===== src/qsbe_pkg.sv =====
// ----------------------------------------------------------------------------
// qsbe_pkg: shared types and functions for the quoted string byte escaper
// Holds the operation codes, character constants and the escape function
// that maps one input word to up to four characters of literal text.
// ----------------------------------------------------------------------------
package qsbe_pkg;

    localparam int MaxChars = 4;
    localparam int CountWidth = $clog2(MaxChars + 1);

    typedef enum logic [1:0] {
        OP_DATA  = 2'd0,
        OP_START = 2'd1,
        OP_END   = 2'd2,
        OP_NONE  = 2'd3
    } op_t;

    localparam logic [7:0] CH_QUOTE     = 8'd39;
    localparam logic [7:0] CH_BACKSLASH = 8'd92;
    localparam logic [7:0] CH_ZERO      = 8'd48;
    localparam logic [7:0] CH_NINE      = 8'd57;
    localparam logic [7:0] PRINT_LOW    = 8'd32;
    localparam logic [7:0] PRINT_HIGH   = 8'd126;

    typedef logic [MaxChars-1:0][7:0] char_buf_t;

    typedef struct packed {
        char_buf_t             chars;
        logic [CountWidth-1:0] count;
        logic                  flag;
    } esc_t;

    function automatic esc_t qsbe_escape(op_t op, logic [7:0] b, logic flag);
        esc_t       res;
        logic       is_digit;
        logic       is_plain;
        logic [1:0] hund;
        logic [6:0] rem;
        logic [14:0] prod;
        logic [3:0] tens;
        logic [3:0] ones;
        res.chars = '0;
        res.count = '0;
        res.flag  = flag;
        is_digit = (b >= CH_ZERO) && (b <= CH_NINE);
        is_plain = (b >= PRINT_LOW) && (b <= PRINT_HIGH) && (b != CH_QUOTE) &&
                   (b != CH_BACKSLASH) && !is_digit;
        hund = (b >= 8'd200) ? 2'd2 : ((b >= 8'd100) ? 2'd1 : 2'd0);
        rem  = 7'(b - 8'(hund) * 8'd100);
        // Multiply by 205 and shift by 11 divides by ten for values below 100.
        prod = 15'(rem) * 15'd205;
        tens = prod[14:11];
        ones = 4'(rem - 7'(tens) * 7'd10);
        case (op)
            OP_START: begin
                res.chars[0] = CH_QUOTE;
                res.count    = CountWidth'(1);
                res.flag     = 1'b0;
            end
            OP_END: begin
                res.chars[0] = CH_QUOTE;
                res.count    = CountWidth'(1);
            end
            OP_DATA: begin
                if (is_plain || (is_digit && !flag)) begin
                    res.chars[0] = b;
                    res.count    = CountWidth'(1);
                    res.flag     = 1'b0;
                end else if (b == CH_BACKSLASH) begin
                    res.chars[0] = CH_BACKSLASH;
                    res.chars[1] = CH_BACKSLASH;
                    res.count    = CountWidth'(2);
                    res.flag     = 1'b0;
                end else begin
                    res.chars[0] = CH_BACKSLASH;
                    res.flag     = 1'b1;
                    if (hund != 2'd0) begin
                        res.chars[1] = CH_ZERO + 8'(hund);
                        res.chars[2] = CH_ZERO + 8'(tens);
                        res.chars[3] = CH_ZERO + 8'(ones);
                        res.count    = CountWidth'(4);
                    end else if (tens != 4'd0) begin
                        res.chars[1] = CH_ZERO + 8'(tens);
                        res.chars[2] = CH_ZERO + 8'(ones);
                        res.count    = CountWidth'(3);
                    end else begin
                        res.chars[1] = CH_ZERO + 8'(ones);
                        res.count    = CountWidth'(2);
                    end
                end
            end
            default: begin
                res.count = '0;
            end
        endcase
        return res;
    endfunction

endpackage


===== src/quoted_string_byte_escaper.sv =====
// ----------------------------------------------------------------------------
// quoted_string_byte_escaper: single-quoted literal text from a byte stream
// Each input word is escaped in one pass and its characters drain from a
// small output buffer, one character per output word.
// ----------------------------------------------------------------------------
// The slave channel takes one word per byte: s_tdata carries the byte and
// s_tuser the operation (data, start of string, end of string; the fourth
// code is taken and dropped). The master channel gives one character per
// word on m_tdata, with m_tlast high on the final character of each input.
// A word is escaped in the cycle it is accepted and its first character is
// valid in the next cycle. A word yields up to four characters and the
// block takes one input word per cycle whenever each input yields a single
// character and the receiver is ready; otherwise input waits while the
// output buffer drains. A new word is taken in the same cycle that the
// final pending character leaves. When the receiver stalls, the buffer
// holds its characters and input stops until the buffer is empty or its
// final character is taken.
// Reset empties the buffer and clears the flag that marks a preceding
// decimal escape.
// ----------------------------------------------------------------------------
module quoted_string_byte_escaper
    import qsbe_pkg::*;
(
    input  logic       aclk,
    input  logic       aresetn,
    input  logic       s_tvalid,
    output logic       s_tready,
    input  logic [7:0] s_tdata,   // [7:0] data_byte
    input  logic [1:0] s_tuser,   // [1:0] operation
    output logic       m_tvalid,
    input  logic       m_tready,
    output logic [7:0] m_tdata,   // [7:0] out_char
    output logic       m_tlast
);

    char_buf_t             chars_reg, chars_next;
    logic [CountWidth-1:0] count_reg, count_next;
    logic                  flag_reg, flag_next;
    logic                  s_accept;
    logic                  m_accept;
    esc_t                  esc;

    assign m_tvalid = (count_reg != '0);
    assign m_tdata  = chars_reg[0];
    assign m_tlast  = (count_reg == CountWidth'(1));
    assign m_accept = m_tvalid && m_tready;
    assign s_tready = (count_reg == '0) || (m_tlast && m_tready);
    assign s_accept = s_tvalid && s_tready;

    always_comb begin
        esc        = qsbe_escape(op_t'(s_tuser), s_tdata, flag_reg);
        chars_next = chars_reg;
        count_next = count_reg;
        flag_next  = flag_reg;
        if (s_accept) begin
            chars_next = esc.chars;
            count_next = esc.count;
            flag_next  = esc.flag;
        end else if (m_accept) begin
            chars_next = {8'd0, chars_reg[MaxChars-1:1]};
            count_next = count_reg - CountWidth'(1);
        end
    end

    always_ff @(posedge aclk) begin
        if (!aresetn) begin
            count_reg <= '0;
            flag_reg  <= 1'b0;
        end else begin
            count_reg <= count_next;
            flag_reg  <= flag_next;
        end
        chars_reg <= chars_next;
    end

`ifndef NO_ASSERTIONS
    // A start word always shows its quote alone in the next cycle.
    assert property (@(posedge aclk) disable iff (!aresetn)
        s_accept && (s_tuser == OP_START) |=> m_tvalid && m_tlast && (m_tdata == CH_QUOTE))
        else $error("start word did not produce a lone quote");

    // No input is taken while characters other than the final one remain.
    assert property (@(posedge aclk) disable iff (!aresetn)
        s_tready |-> !m_tvalid || m_tlast)
        else $error("input accepted with more than one character pending");

    // A control byte always leaves the decimal escape flag set.
    assert property (@(posedge aclk) disable iff (!aresetn)
        s_accept && (s_tuser == OP_DATA) && (s_tdata < PRINT_LOW) |=> flag_reg)
        else $error("decimal escape flag not set after control byte");
`endif

endmodule

===== config.mk =====
export PLATFORM = sky130hd
export DESIGN_NAME = quoted_string_byte_escaper
export DESIGN_NICKNAME = d
export VERILOG_FILES = /design/src/qsbe_pkg.sv /design/src/quoted_string_byte_escaper.sv
export SDC_FILE = /design/constraint.sdc
export NUM_CORES = 1
export LEC_CHECK = 0
export BUFFER_PORTS_ARGS = -buffer_cell sky130_fd_sc_hd__buf_2
export CAP_MARGIN = 15
export CORE_MARGIN = 2
export CORE_UTILIZATION = 60
export DETAILED_ROUTE_END_ITERATION = 8
export PLACE_DENSITY_LB_ADDON = 0.08
export SYNTH_ARGS = -nofsm -noshare
export SYNTH_HDL_FRONTEND = slang
export SYNTH_SLANG_ARGS = --single-unit

===== constraint.sdc =====
create_clock -name aclk -period 9.7 [get_ports aclk]
set_clock_uncertainty 0.15 [all_clocks]
set_input_delay 1.94 -clock aclk [delete_from_list [all_inputs] [get_ports aclk]]
set_output_delay 1.94 -clock aclk [all_outputs]
set_load 0.005 [all_outputs]

==> metrics.txt, run 1 <==
Comb pwr share 0.702; Slew HR 0.3532; crit path DAT 8460 ps; nets 372; Ports 25; routability cong. 0.9236; Final Max Slew Viols 0; vias per std cell 5.955; hold buffer count at CTS 0; largest net degree at the start of global routing 28; Synth Area in Compound Gates 0.1822; Max Cap Viol 0; vias in the first global route 2,024; Die ar. 5293 um^2; Switching Fraction 0.4710; multiplexer share of the synthesized area 0.003529; share of the yosys chip area belonging to registers 0.2929; sum of buffers and inverters on the critical path 6; final worst path period need 8612 ps; final setup TNS 0 ps; largest family of logic cells by synthesized area adder cells; RSZ-0062 raised after global routing no; Top FF cell, synth edfxtp_1; Post-synth ARST share 0; CTS H-tree lvls 2; Vias 2,138; First DRT Iteration DRCs 118; P&R area growth vs syn 5.955%; wire length per cell 15.94 um; Routed Antenna Nets 0; die width 72.76 um; design area 3005 um^2; xor/xnor share of the synthesized area 0.03573; total CTS buffers 5; Yosys cell types 57; Required @ worst endpoint 9550 ps; GRT Total Usage 0.2390; post-synthesis register bit count 29; syn_area_per_cell 9.781 um^2; CTS Buffer Depth 2; simple-gate share of the synthesized area 0.1403; gr ovfl total 0; CP Capture Type register; status complete, no violations; area of placed instances 2915 um^2; first-pass GRT wire length 9798 um; Pwr Total 1.135 mW; Clock Power Share 0.089; # setup viols final 0; Port-buffer cells 24; Synth Instances 290; Sink Count 29; hpwl dp 4445 um; fill cell count 401; net switching power 0.5347 mW; Starting Density 0.6127; Worst-path clk slew 60 ps; # Post-CTS Setup Buffers 0; post-cts resize count 0; first drt pass iteration count 4; worst slew pin tran 969.1 ps; die height 72.76 um; HP Class reg2reg; Leak Pwr 1.375 nW; CP delay by family, top adder cells; synth warn 0; Hold Violations, Final 0; critical path's largest stage delay 500 ps; critical path startpoint category primary input; Post-Syn Area 2836 um^2; sequential share of power 0.209; Diodes inserted 0; Peak VDD IR 0.0003402 V; total wire length 5721 um; P per Cell Area 377.8 nW/um^2; Final Cycle Share 0.8879; antenna violations before repair 0; root buf cell clkbuf_8; Rows 25; Core Area 4629 um^2; slowest CP cell fa_1; DRC 0; CTS tree yes; syn_nets 358; synthesized-area fraction occupied by adder cells 0.2620; Post-synth EDFFs 25; layout cell share with drive strength beyond 1 0.1279; crit path max fanout 9; Max Clk Rate 0.1161 GHz; Internal Power 0.6007 mW; number of flip-flops in the largest register 17; WS Path Type in2reg; clock latency on the worst-skew pair 280 ps
[final cells by class]
type	instances	area [um^2]	area share
Timing Repair Buffer	24	120.1	0.03997
Clock buffer	8	90.09	0.02998
Sequential cell	29	830.8	0.2764
Multi-Input combinational cell	211	1773	0.5899
Inverter	33	123.9	0.04122
Tap cell	54	67.56	0.02248
[placed cells by master (no fill, tap or decap), types with 5 or more instances in the layout]
master,Yosys,routed
a211oi_1,5,5
a21oi_1,12,12
buf_2,3,24
clkbuf_8,0,6
edfxtp_1,25,25
fa_1,9,9
ha_1,45,45
inv_1,32,32
nand2_1,20,20
nand3_1,7,7
nand4_1,5,5
nor2_1,14,14
o21ai_0,12,12
o21ai_1,8,8
xnor2_1,7,7
[per-layer routing]
layer,up-vias,part of all wire,GRT usage
met5,-,0,0
met4,0,0.014,0.06173
met3,8,0.049,0.04834
met2,55,0.42,0.3313
met1,1000,0.52,0.3772
li1,1075,-,-
[synth_stat cells (3+ instances only)]
master,n,share of area
edfxtp_1,25,0.26
nor2_1,14,0.019
a21oi_1,12,0.021
dfxtp_1,4,0.028
o221ai_1,4,0.012
a21boi_0,3,0.0079
and3_1,4,0.0088
nor2b_1,4,0.0088
a31oi_1,3,0.0066
nand2_1,20,0.026
o21ai_1,8,0.014
o21ai_0,12,0.021
fa_1,9,0.064
o21a_1,4,0.011
nand4_1,5,0.011
a211oi_1,5,0.013
clkbuf_1,4,0.0053
a211o_1,3,0.0093
nand3_1,7,0.012
xnor2_1,7,0.022
nand2b_1,3,0.0066
a221o_1,4,0.014
or3_1,3,0.0066
buf_2,3,0.0053
buf_4,9,0.024
ha_1,45,0.20
inv_1,32,0.042
[final timing paths]
kind	start	endpoint	slack, ps	cells past startpoint
max	s_tdata[4]	chars_reg[19]	1090	31
min reg2reg	count_reg[1]	count_reg[1]	310	2
max reg2reg	count_reg[0]	count_reg[0]	7170	8
min	count_reg[1]	count_reg[1]	310	2
[cells by family after synthesis]
logic type               Yosys count
AO/OA/AOI/OAI                     72
XOR/XNOR                          10
adder cells (fa/ha/maj)           54
buffers and inverters             50
flip-flops                        29
multiplexers                       1
other                              1
AND/OR/NAND/NOR                   73
[metrics by stage]
step	hold WS, ps	instances	setup WS (ps)	util
after floorplan	290.9	290	1383	-
after global placement	304.5	351	937.3	0.6297
after detailed placement	312.2	351	881.9	0.6297
after CTS	320.6	359	1146	0.6492
after global routing	355.4	359	529.2	0.6492
final	313.9	359	1088	0.6492
[tightest hold or removal path, delay by kind of cell (launching register included)]
| family | cells | cell delay [ps] |
|---|---|---|
| and+or+nand+nor | 1 | 50 |
| AOI/OAI and AO/OA | 1 | 60 |
| DFF | 1 | 310 |
[power groups by stage]
stage / registers [mW] / clock network, mW / logic [mW]
after floorplan: 0.234 / 0 / 0.657
after global placement: 0.239 / 0 / 0.784
after detailed placement: 0.239 / 0 / 0.792
after CTS: 0.237 / 0.103 / 0.796
after global routing: 0.243 / 0.107 / 0.905
final: 0.237 / 0.101 / 0.797
Power figures use the tool's default switching activity.
==> run 2, diff against run 1 <==
- clock period: 9.7 -> 10.92 ns (I/O delays scaled with it)
==> metrics.txt, run 2 (synthesized netlist as in run 1, its figures left out) <==
vias in the first global route 1,993 (-1.5%); Core Area 4629 um^2 (unchanged); Internal Power 0.5250 mW (-13%); post-cts resize count 0 (unchanged); P per Cell Area 335.9 nW/um^2 (-11%); Leak Pwr 1.373 nW (-0.18%); hpwl dp 4487 um (+0.96%); WS Path Type in2reg; hold buffer count at CTS 0 (unchanged); largest net degree at the start of global routing 28 (unchanged); commonest non-fill, non-tap cell in the layout ha_1; fin cells 359 (unchanged); Comb pwr share 0.708 (+0.006); sequential share of power 0.210 (about the same); Max Cap Viol 0 (unchanged); Switching Fraction 0.4784 (+0.007451); crit path max fanout 9 (unchanged); Final Max Slew Viols 0 (unchanged); crit-path most repeated cell ha_1; final setup TNS 0 ps (unchanged); wire length per cell 16.18 um (+1.6%); P&R area growth vs syn 5.646%; final worst path period need 8882 ps; root buf cell clkbuf_8; CTS H-tree lvls 2 (unchanged); antenna violations before repair 0 (unchanged); slowest CP cell fa_1; GRT Total Usage 0.2410 (+0.002040); Worst-path clk slew 60 ps (about the same); HP Class reg2reg; total wire length 5810 um (+1.6%); Post-Route Utilization 0.6473 (-0.001892); die width 72.76 um (unchanged); Vias 2,150 (+0.56%); DRC 0 (unchanged); critical path's largest stage delay 510 ps (about the same); Peak VDD IR 0.0002925 V (-14%); vias per std cell 5.989 (+0.56%); Max Clk Rate 0.1126 GHz; gr ovfl total 0 (unchanged); Diodes inserted 0 (unchanged); First DRT Iteration DRCs 177 (+50%); Routed Antenna Nets 0 (unchanged); Clock Power Share 0.082 (-0.007); nets 372 (unchanged); total CTS buffers 5 (unchanged); net switching power 0.4815 mW (-9.9%); critical path startpoint category primary input; Hold Violations, Final 0 (unchanged); RSZ-0062 raised after global routing no; number of flip-flops in the largest register 17 (unchanged); clock latency on the worst-skew pair 280 ps (about the same); status complete, no violations; Rows 25 (unchanged); worst slew pin tran 955.9 ps (-13.21 ps); CTS Buffer Depth 2 (unchanged); Slew HR 0.3621 (+0.008815); CTS tree yes; Cells after DPL 351 (unchanged); routability cong. 0.9236 (unchanged); Required @ worst endpoint 10,780 ps (+1230 ps); CP Capture Type register; Final Cycle Share 0.8133; # setup viols final 0 (unchanged); Port-buffer cells 24 (unchanged); most frequent cells in the layout ha_1 (45), inv_1 (32), edfxtp_1 (25), buf_2 (24), nand2_1 (20); first-pass GRT wire length 9777 um (-0.21%); Ports 25 (unchanged); Starting Density 0.6127 (unchanged); die height 72.76 um (unchanged); layout cell share with drive strength beyond 1 0.1279 (unchanged); Die ar. 5293 um^2 (unchanged); crit path DAT 8740 ps (+280 ps); first drt pass iteration count 5 (+1); # Post-CTS Setup Buffers 0 (unchanged); fill cell count 407 (+1.5%); Sink Count 29 (unchanged)
run 2: cell types whose count changed in the layout (fill, tap and decap cells not counted):
cell / previous run / this run
clkinv_1: 0 / 2
clkbuf_8: 6 / 5
clkbuf_1: 2 / 0
clkinv_2: 0 / 1
run 2: stage by stage:
stage	hold slack [ps]	cell area, um^2	total power, mW	setup WS [ps]
detailed placement	307.5	2915	0.9217	1825
finish	311.0	2997	1.007	2038
global route	341.5	2997	1.112	1466
floorplan	290.9	2836	0.7916	2359
CTS	315.3	2997	1.008	2106
global placement	304.4	2915	0.9090	1914
run 2: power groups by stage:
stage	clock network [mW]	registers, mW	logic (mW)
3_3_place_gp	0	0.212	0.697
5_1_grt	0.0891	0.217	0.806
2_1_floorplan	0	0.208	0.584
6_report	0.0828	0.211	0.713
3_5_place_dp	0	0.213	0.708
4_1_cts	0.0851	0.212	0.711
run 2: worst paths after layout:
check / from / end / slack, ps / depth (start not counted)
setup / recovery: s_tdata[4] / chars_reg[19] / 2040 / 31
hold / removal: count_reg[1] / count_reg[1] / 310 / 2
setup reg to reg: count_reg[0] / count_reg[0] / 8350 / 8
hold reg to reg: count_reg[1] / count_reg[1] / 310 / 2
run 2: area by class of cell:
cell class / count / area [um^2] / area share
tap: 54 / 67.56 / 0.02255
multi-input combinational: 211 / 1773 / 0.5916
sequential: 29 / 830.8 / 0.2772
clock buffer: 5 / 68.82 / 0.02296
clock inverter: 3 / 12.51 / 0.004175
timing repair buffer: 24 / 120.1 / 0.04008
inverter: 33 / 123.9 / 0.04134
run 2: per-layer routing:
| layer | share of wire | vias to the layer above | wire length, um | global-route usage |
|---|---|---|---|---|
| met5 | 0 | - | 0 | 0 |
| met4 | 0.0024 | 0 | 14 | 0.05761 |
| met3 | 0.055 | 2 | 320 | 0.04282 |
| met2 | 0.43 | 59 | 2477 | 0.3475 |
| met1 | 0.52 | 1007 | 2999 | 0.3746 |
| li1 | - | 1082 | - | - |
run 2: critical path, delay by kind of cell:
kind | cells | cell delay, ps
AO/OA/AOI/OAI | 8 | 1500
adder cells (fa/ha/maj) | 8 | 2580
AND/OR/NAND/NOR | 4 | 650
XOR/XNOR | 6 | 1430
buffers and inverters | 5 | 410
==> run 3, diff against run 2 <==
- CORE_UTILIZATION: 60 -> 55
- clock period: 10.92 -> 7.1 ns (I/O delays scaled with it)
==> metrics.txt, run 3 (synthesized netlist as in run 1, its figures left out) <==
first-pass GRT wire length 10,290 um (+5.3%); clock latency on the worst-skew pair 280 ps (about the same); Worst-path clk slew 60 ps (about the same); die height 75.82 um (+4.2%); vias in the first global route 2,220 (+11%); root buf cell clkbuf_8; Diodes inserted 0 (unchanged); final worst path period need 7274 ps; GRT Total Usage 0.2366 (-0.004428); First DRT Iteration DRCs 133 (-25%); Port-buffer cells 24 (unchanged); routability cong. 0.9100 (-1.5%); Starting Density 0.5625 (-0.05017); total wire length 6318 um (+8.7%); CTS H-tree lvls 2 (unchanged); DRC 0 (unchanged); P&R area growth vs syn 27.57%; largest net degree at the start of global routing 28 (unchanged); failing checks negative setup slack; Ports 25 (unchanged); CTS Buffer Depth 2 (unchanged); nets 424 (+14%); slowest CP cell fa_1; Max Clk Rate 0.1375 GHz; Sink Count 29 (unchanged); Hold Slack 322.6 ps (+11.61 ps); Die ar. 5748 um^2 (+8.6%); hpwl dp 4872 um (+8.6%); critical path's largest stage delay 470 ps (-40 ps); # setup viols final 3 (+3); status finished with violations; hold buffer count at CTS 0 (unchanged); HP Class reg2reg; Max Cap Viol 0 (unchanged); first drt pass iteration count 5 (unchanged); Rows 26 (+4.0%); final setup TNS -362.9 ps (-362.9 ps); Required @ worst endpoint 6960 ps (-3820 ps); Slew HR 0.3588 (-0.003281); crit path max fanout 4 (-5); vias per std cell 5.581 (-6.8%); gr ovfl total 0 (unchanged); crit path DAT 7140 ps (-1600 ps); Routed Antenna Nets 0 (unchanged); Core Area 5042 um^2 (+8.9%); PnR worst setup slack -173.9 ps (-2212 ps); critical path startpoint category primary input; RSZ-0062 raised after global routing yes; CTS tree yes; Final Cycle Share 1.024; commonest non-fill, non-tap cell in the layout buf_4; Vias 2,383 (+11%); antenna violations before repair 0 (unchanged); number of flip-flops in the largest register 17 (unchanged); worst slew pin tran 960.8 ps (+4.916 ps); CP Capture Type register; layout cell share with drive strength beyond 1 0.3361 (+0.2083); Hold Violations, Final 0 (unchanged); Final Max Slew Viols 0 (unchanged); wire length per cell 14.80 um (-8.6%); most frequent cells in the layout buf_4 (52), ha_1 (36), inv_1 (25), edfxtp_1 (25), buf_2 (22); WS Path Type in2reg; die width 75.82 um (+4.2%); total CTS buffers 5 (unchanged)
[run 3: area by class of cell]
cell class	count	area [um^2]
Clock buffer	7	76.32
Clock inverter	1	3.754
Fill cell	377	1424
Inverter	33	123.9
Multi-Input combinational cell	211	1969
Sequential cell	29	830.8
Tap cell	70	87.58
Timing Repair Buffer	76	526.8
[run 3: per-layer routing]
layer | global-route usage | routed length [um] | vias to the layer above | share of wire
li1 | - | - | 1176 | -
met1 | 0.3389 | 3054 | 1141 | 0.48
met2 | 0.3803 | 2887 | 59 | 0.46
met3 | 0.05026 | 338 | 7 | 0.053
met4 | 0.02924 | 37 | 0 | 0.0059
met5 | 0 | 0 | - | 0
[run 3: through the flow]
stage	cells	utilization	instance area (um^2)	setup WS [ps]
5_1_grt	427	0.7176	3618	-541.9
2_1_floorplan	290	-	2973	-304.6
3_3_place_gp	415	0.6784	3421	-509.6
4_1_cts	427	0.7104	3582	-247.2
3_5_place_dp	415	0.6784	3421	-601.4
6_report	427	0.7176	3618	-173.9
[run 3: critical path, delay by kind of cell]
| family | cells | cell delay (ps) |
|---|---|---|
| adder cells (fa/ha/maj) | 9 | 2290 |
| AO/OA/AOI/OAI | 6 | 1320 |
| AND/OR/NAND/NOR | 7 | 1030 |
| XOR/XNOR | 4 | 690 |
| buffers and inverters | 6 | 370 |
[run 3: final timing paths]
kind | start | end | slack [ps] | depth (start not counted)
worst min-delay path | count_reg[1] | count_reg[1] | 320 | 2
worst min register to register | count_reg[1] | count_reg[1] | 320 | 2
worst max-delay path | s_tdata[4] | chars_reg[19] | -170 | 32
worst max register to register | count_reg[0] | count_reg[0] | 4590 | 8
[run 3: what timing repair did]
action / 4_1_cts / 5_1_grt
resized for setup: 11 / 7
endpoints found under the setup margin: 4 / 4
pin swaps: 22 / 12
endpoints found under the hold margin: 0 / 0
buffers inserted: 4 / 1
Power of run 3 is left out: the tool's default activity adds up to more than one toggle a clock period on the data nets, which glitch-free logic cannot reach.
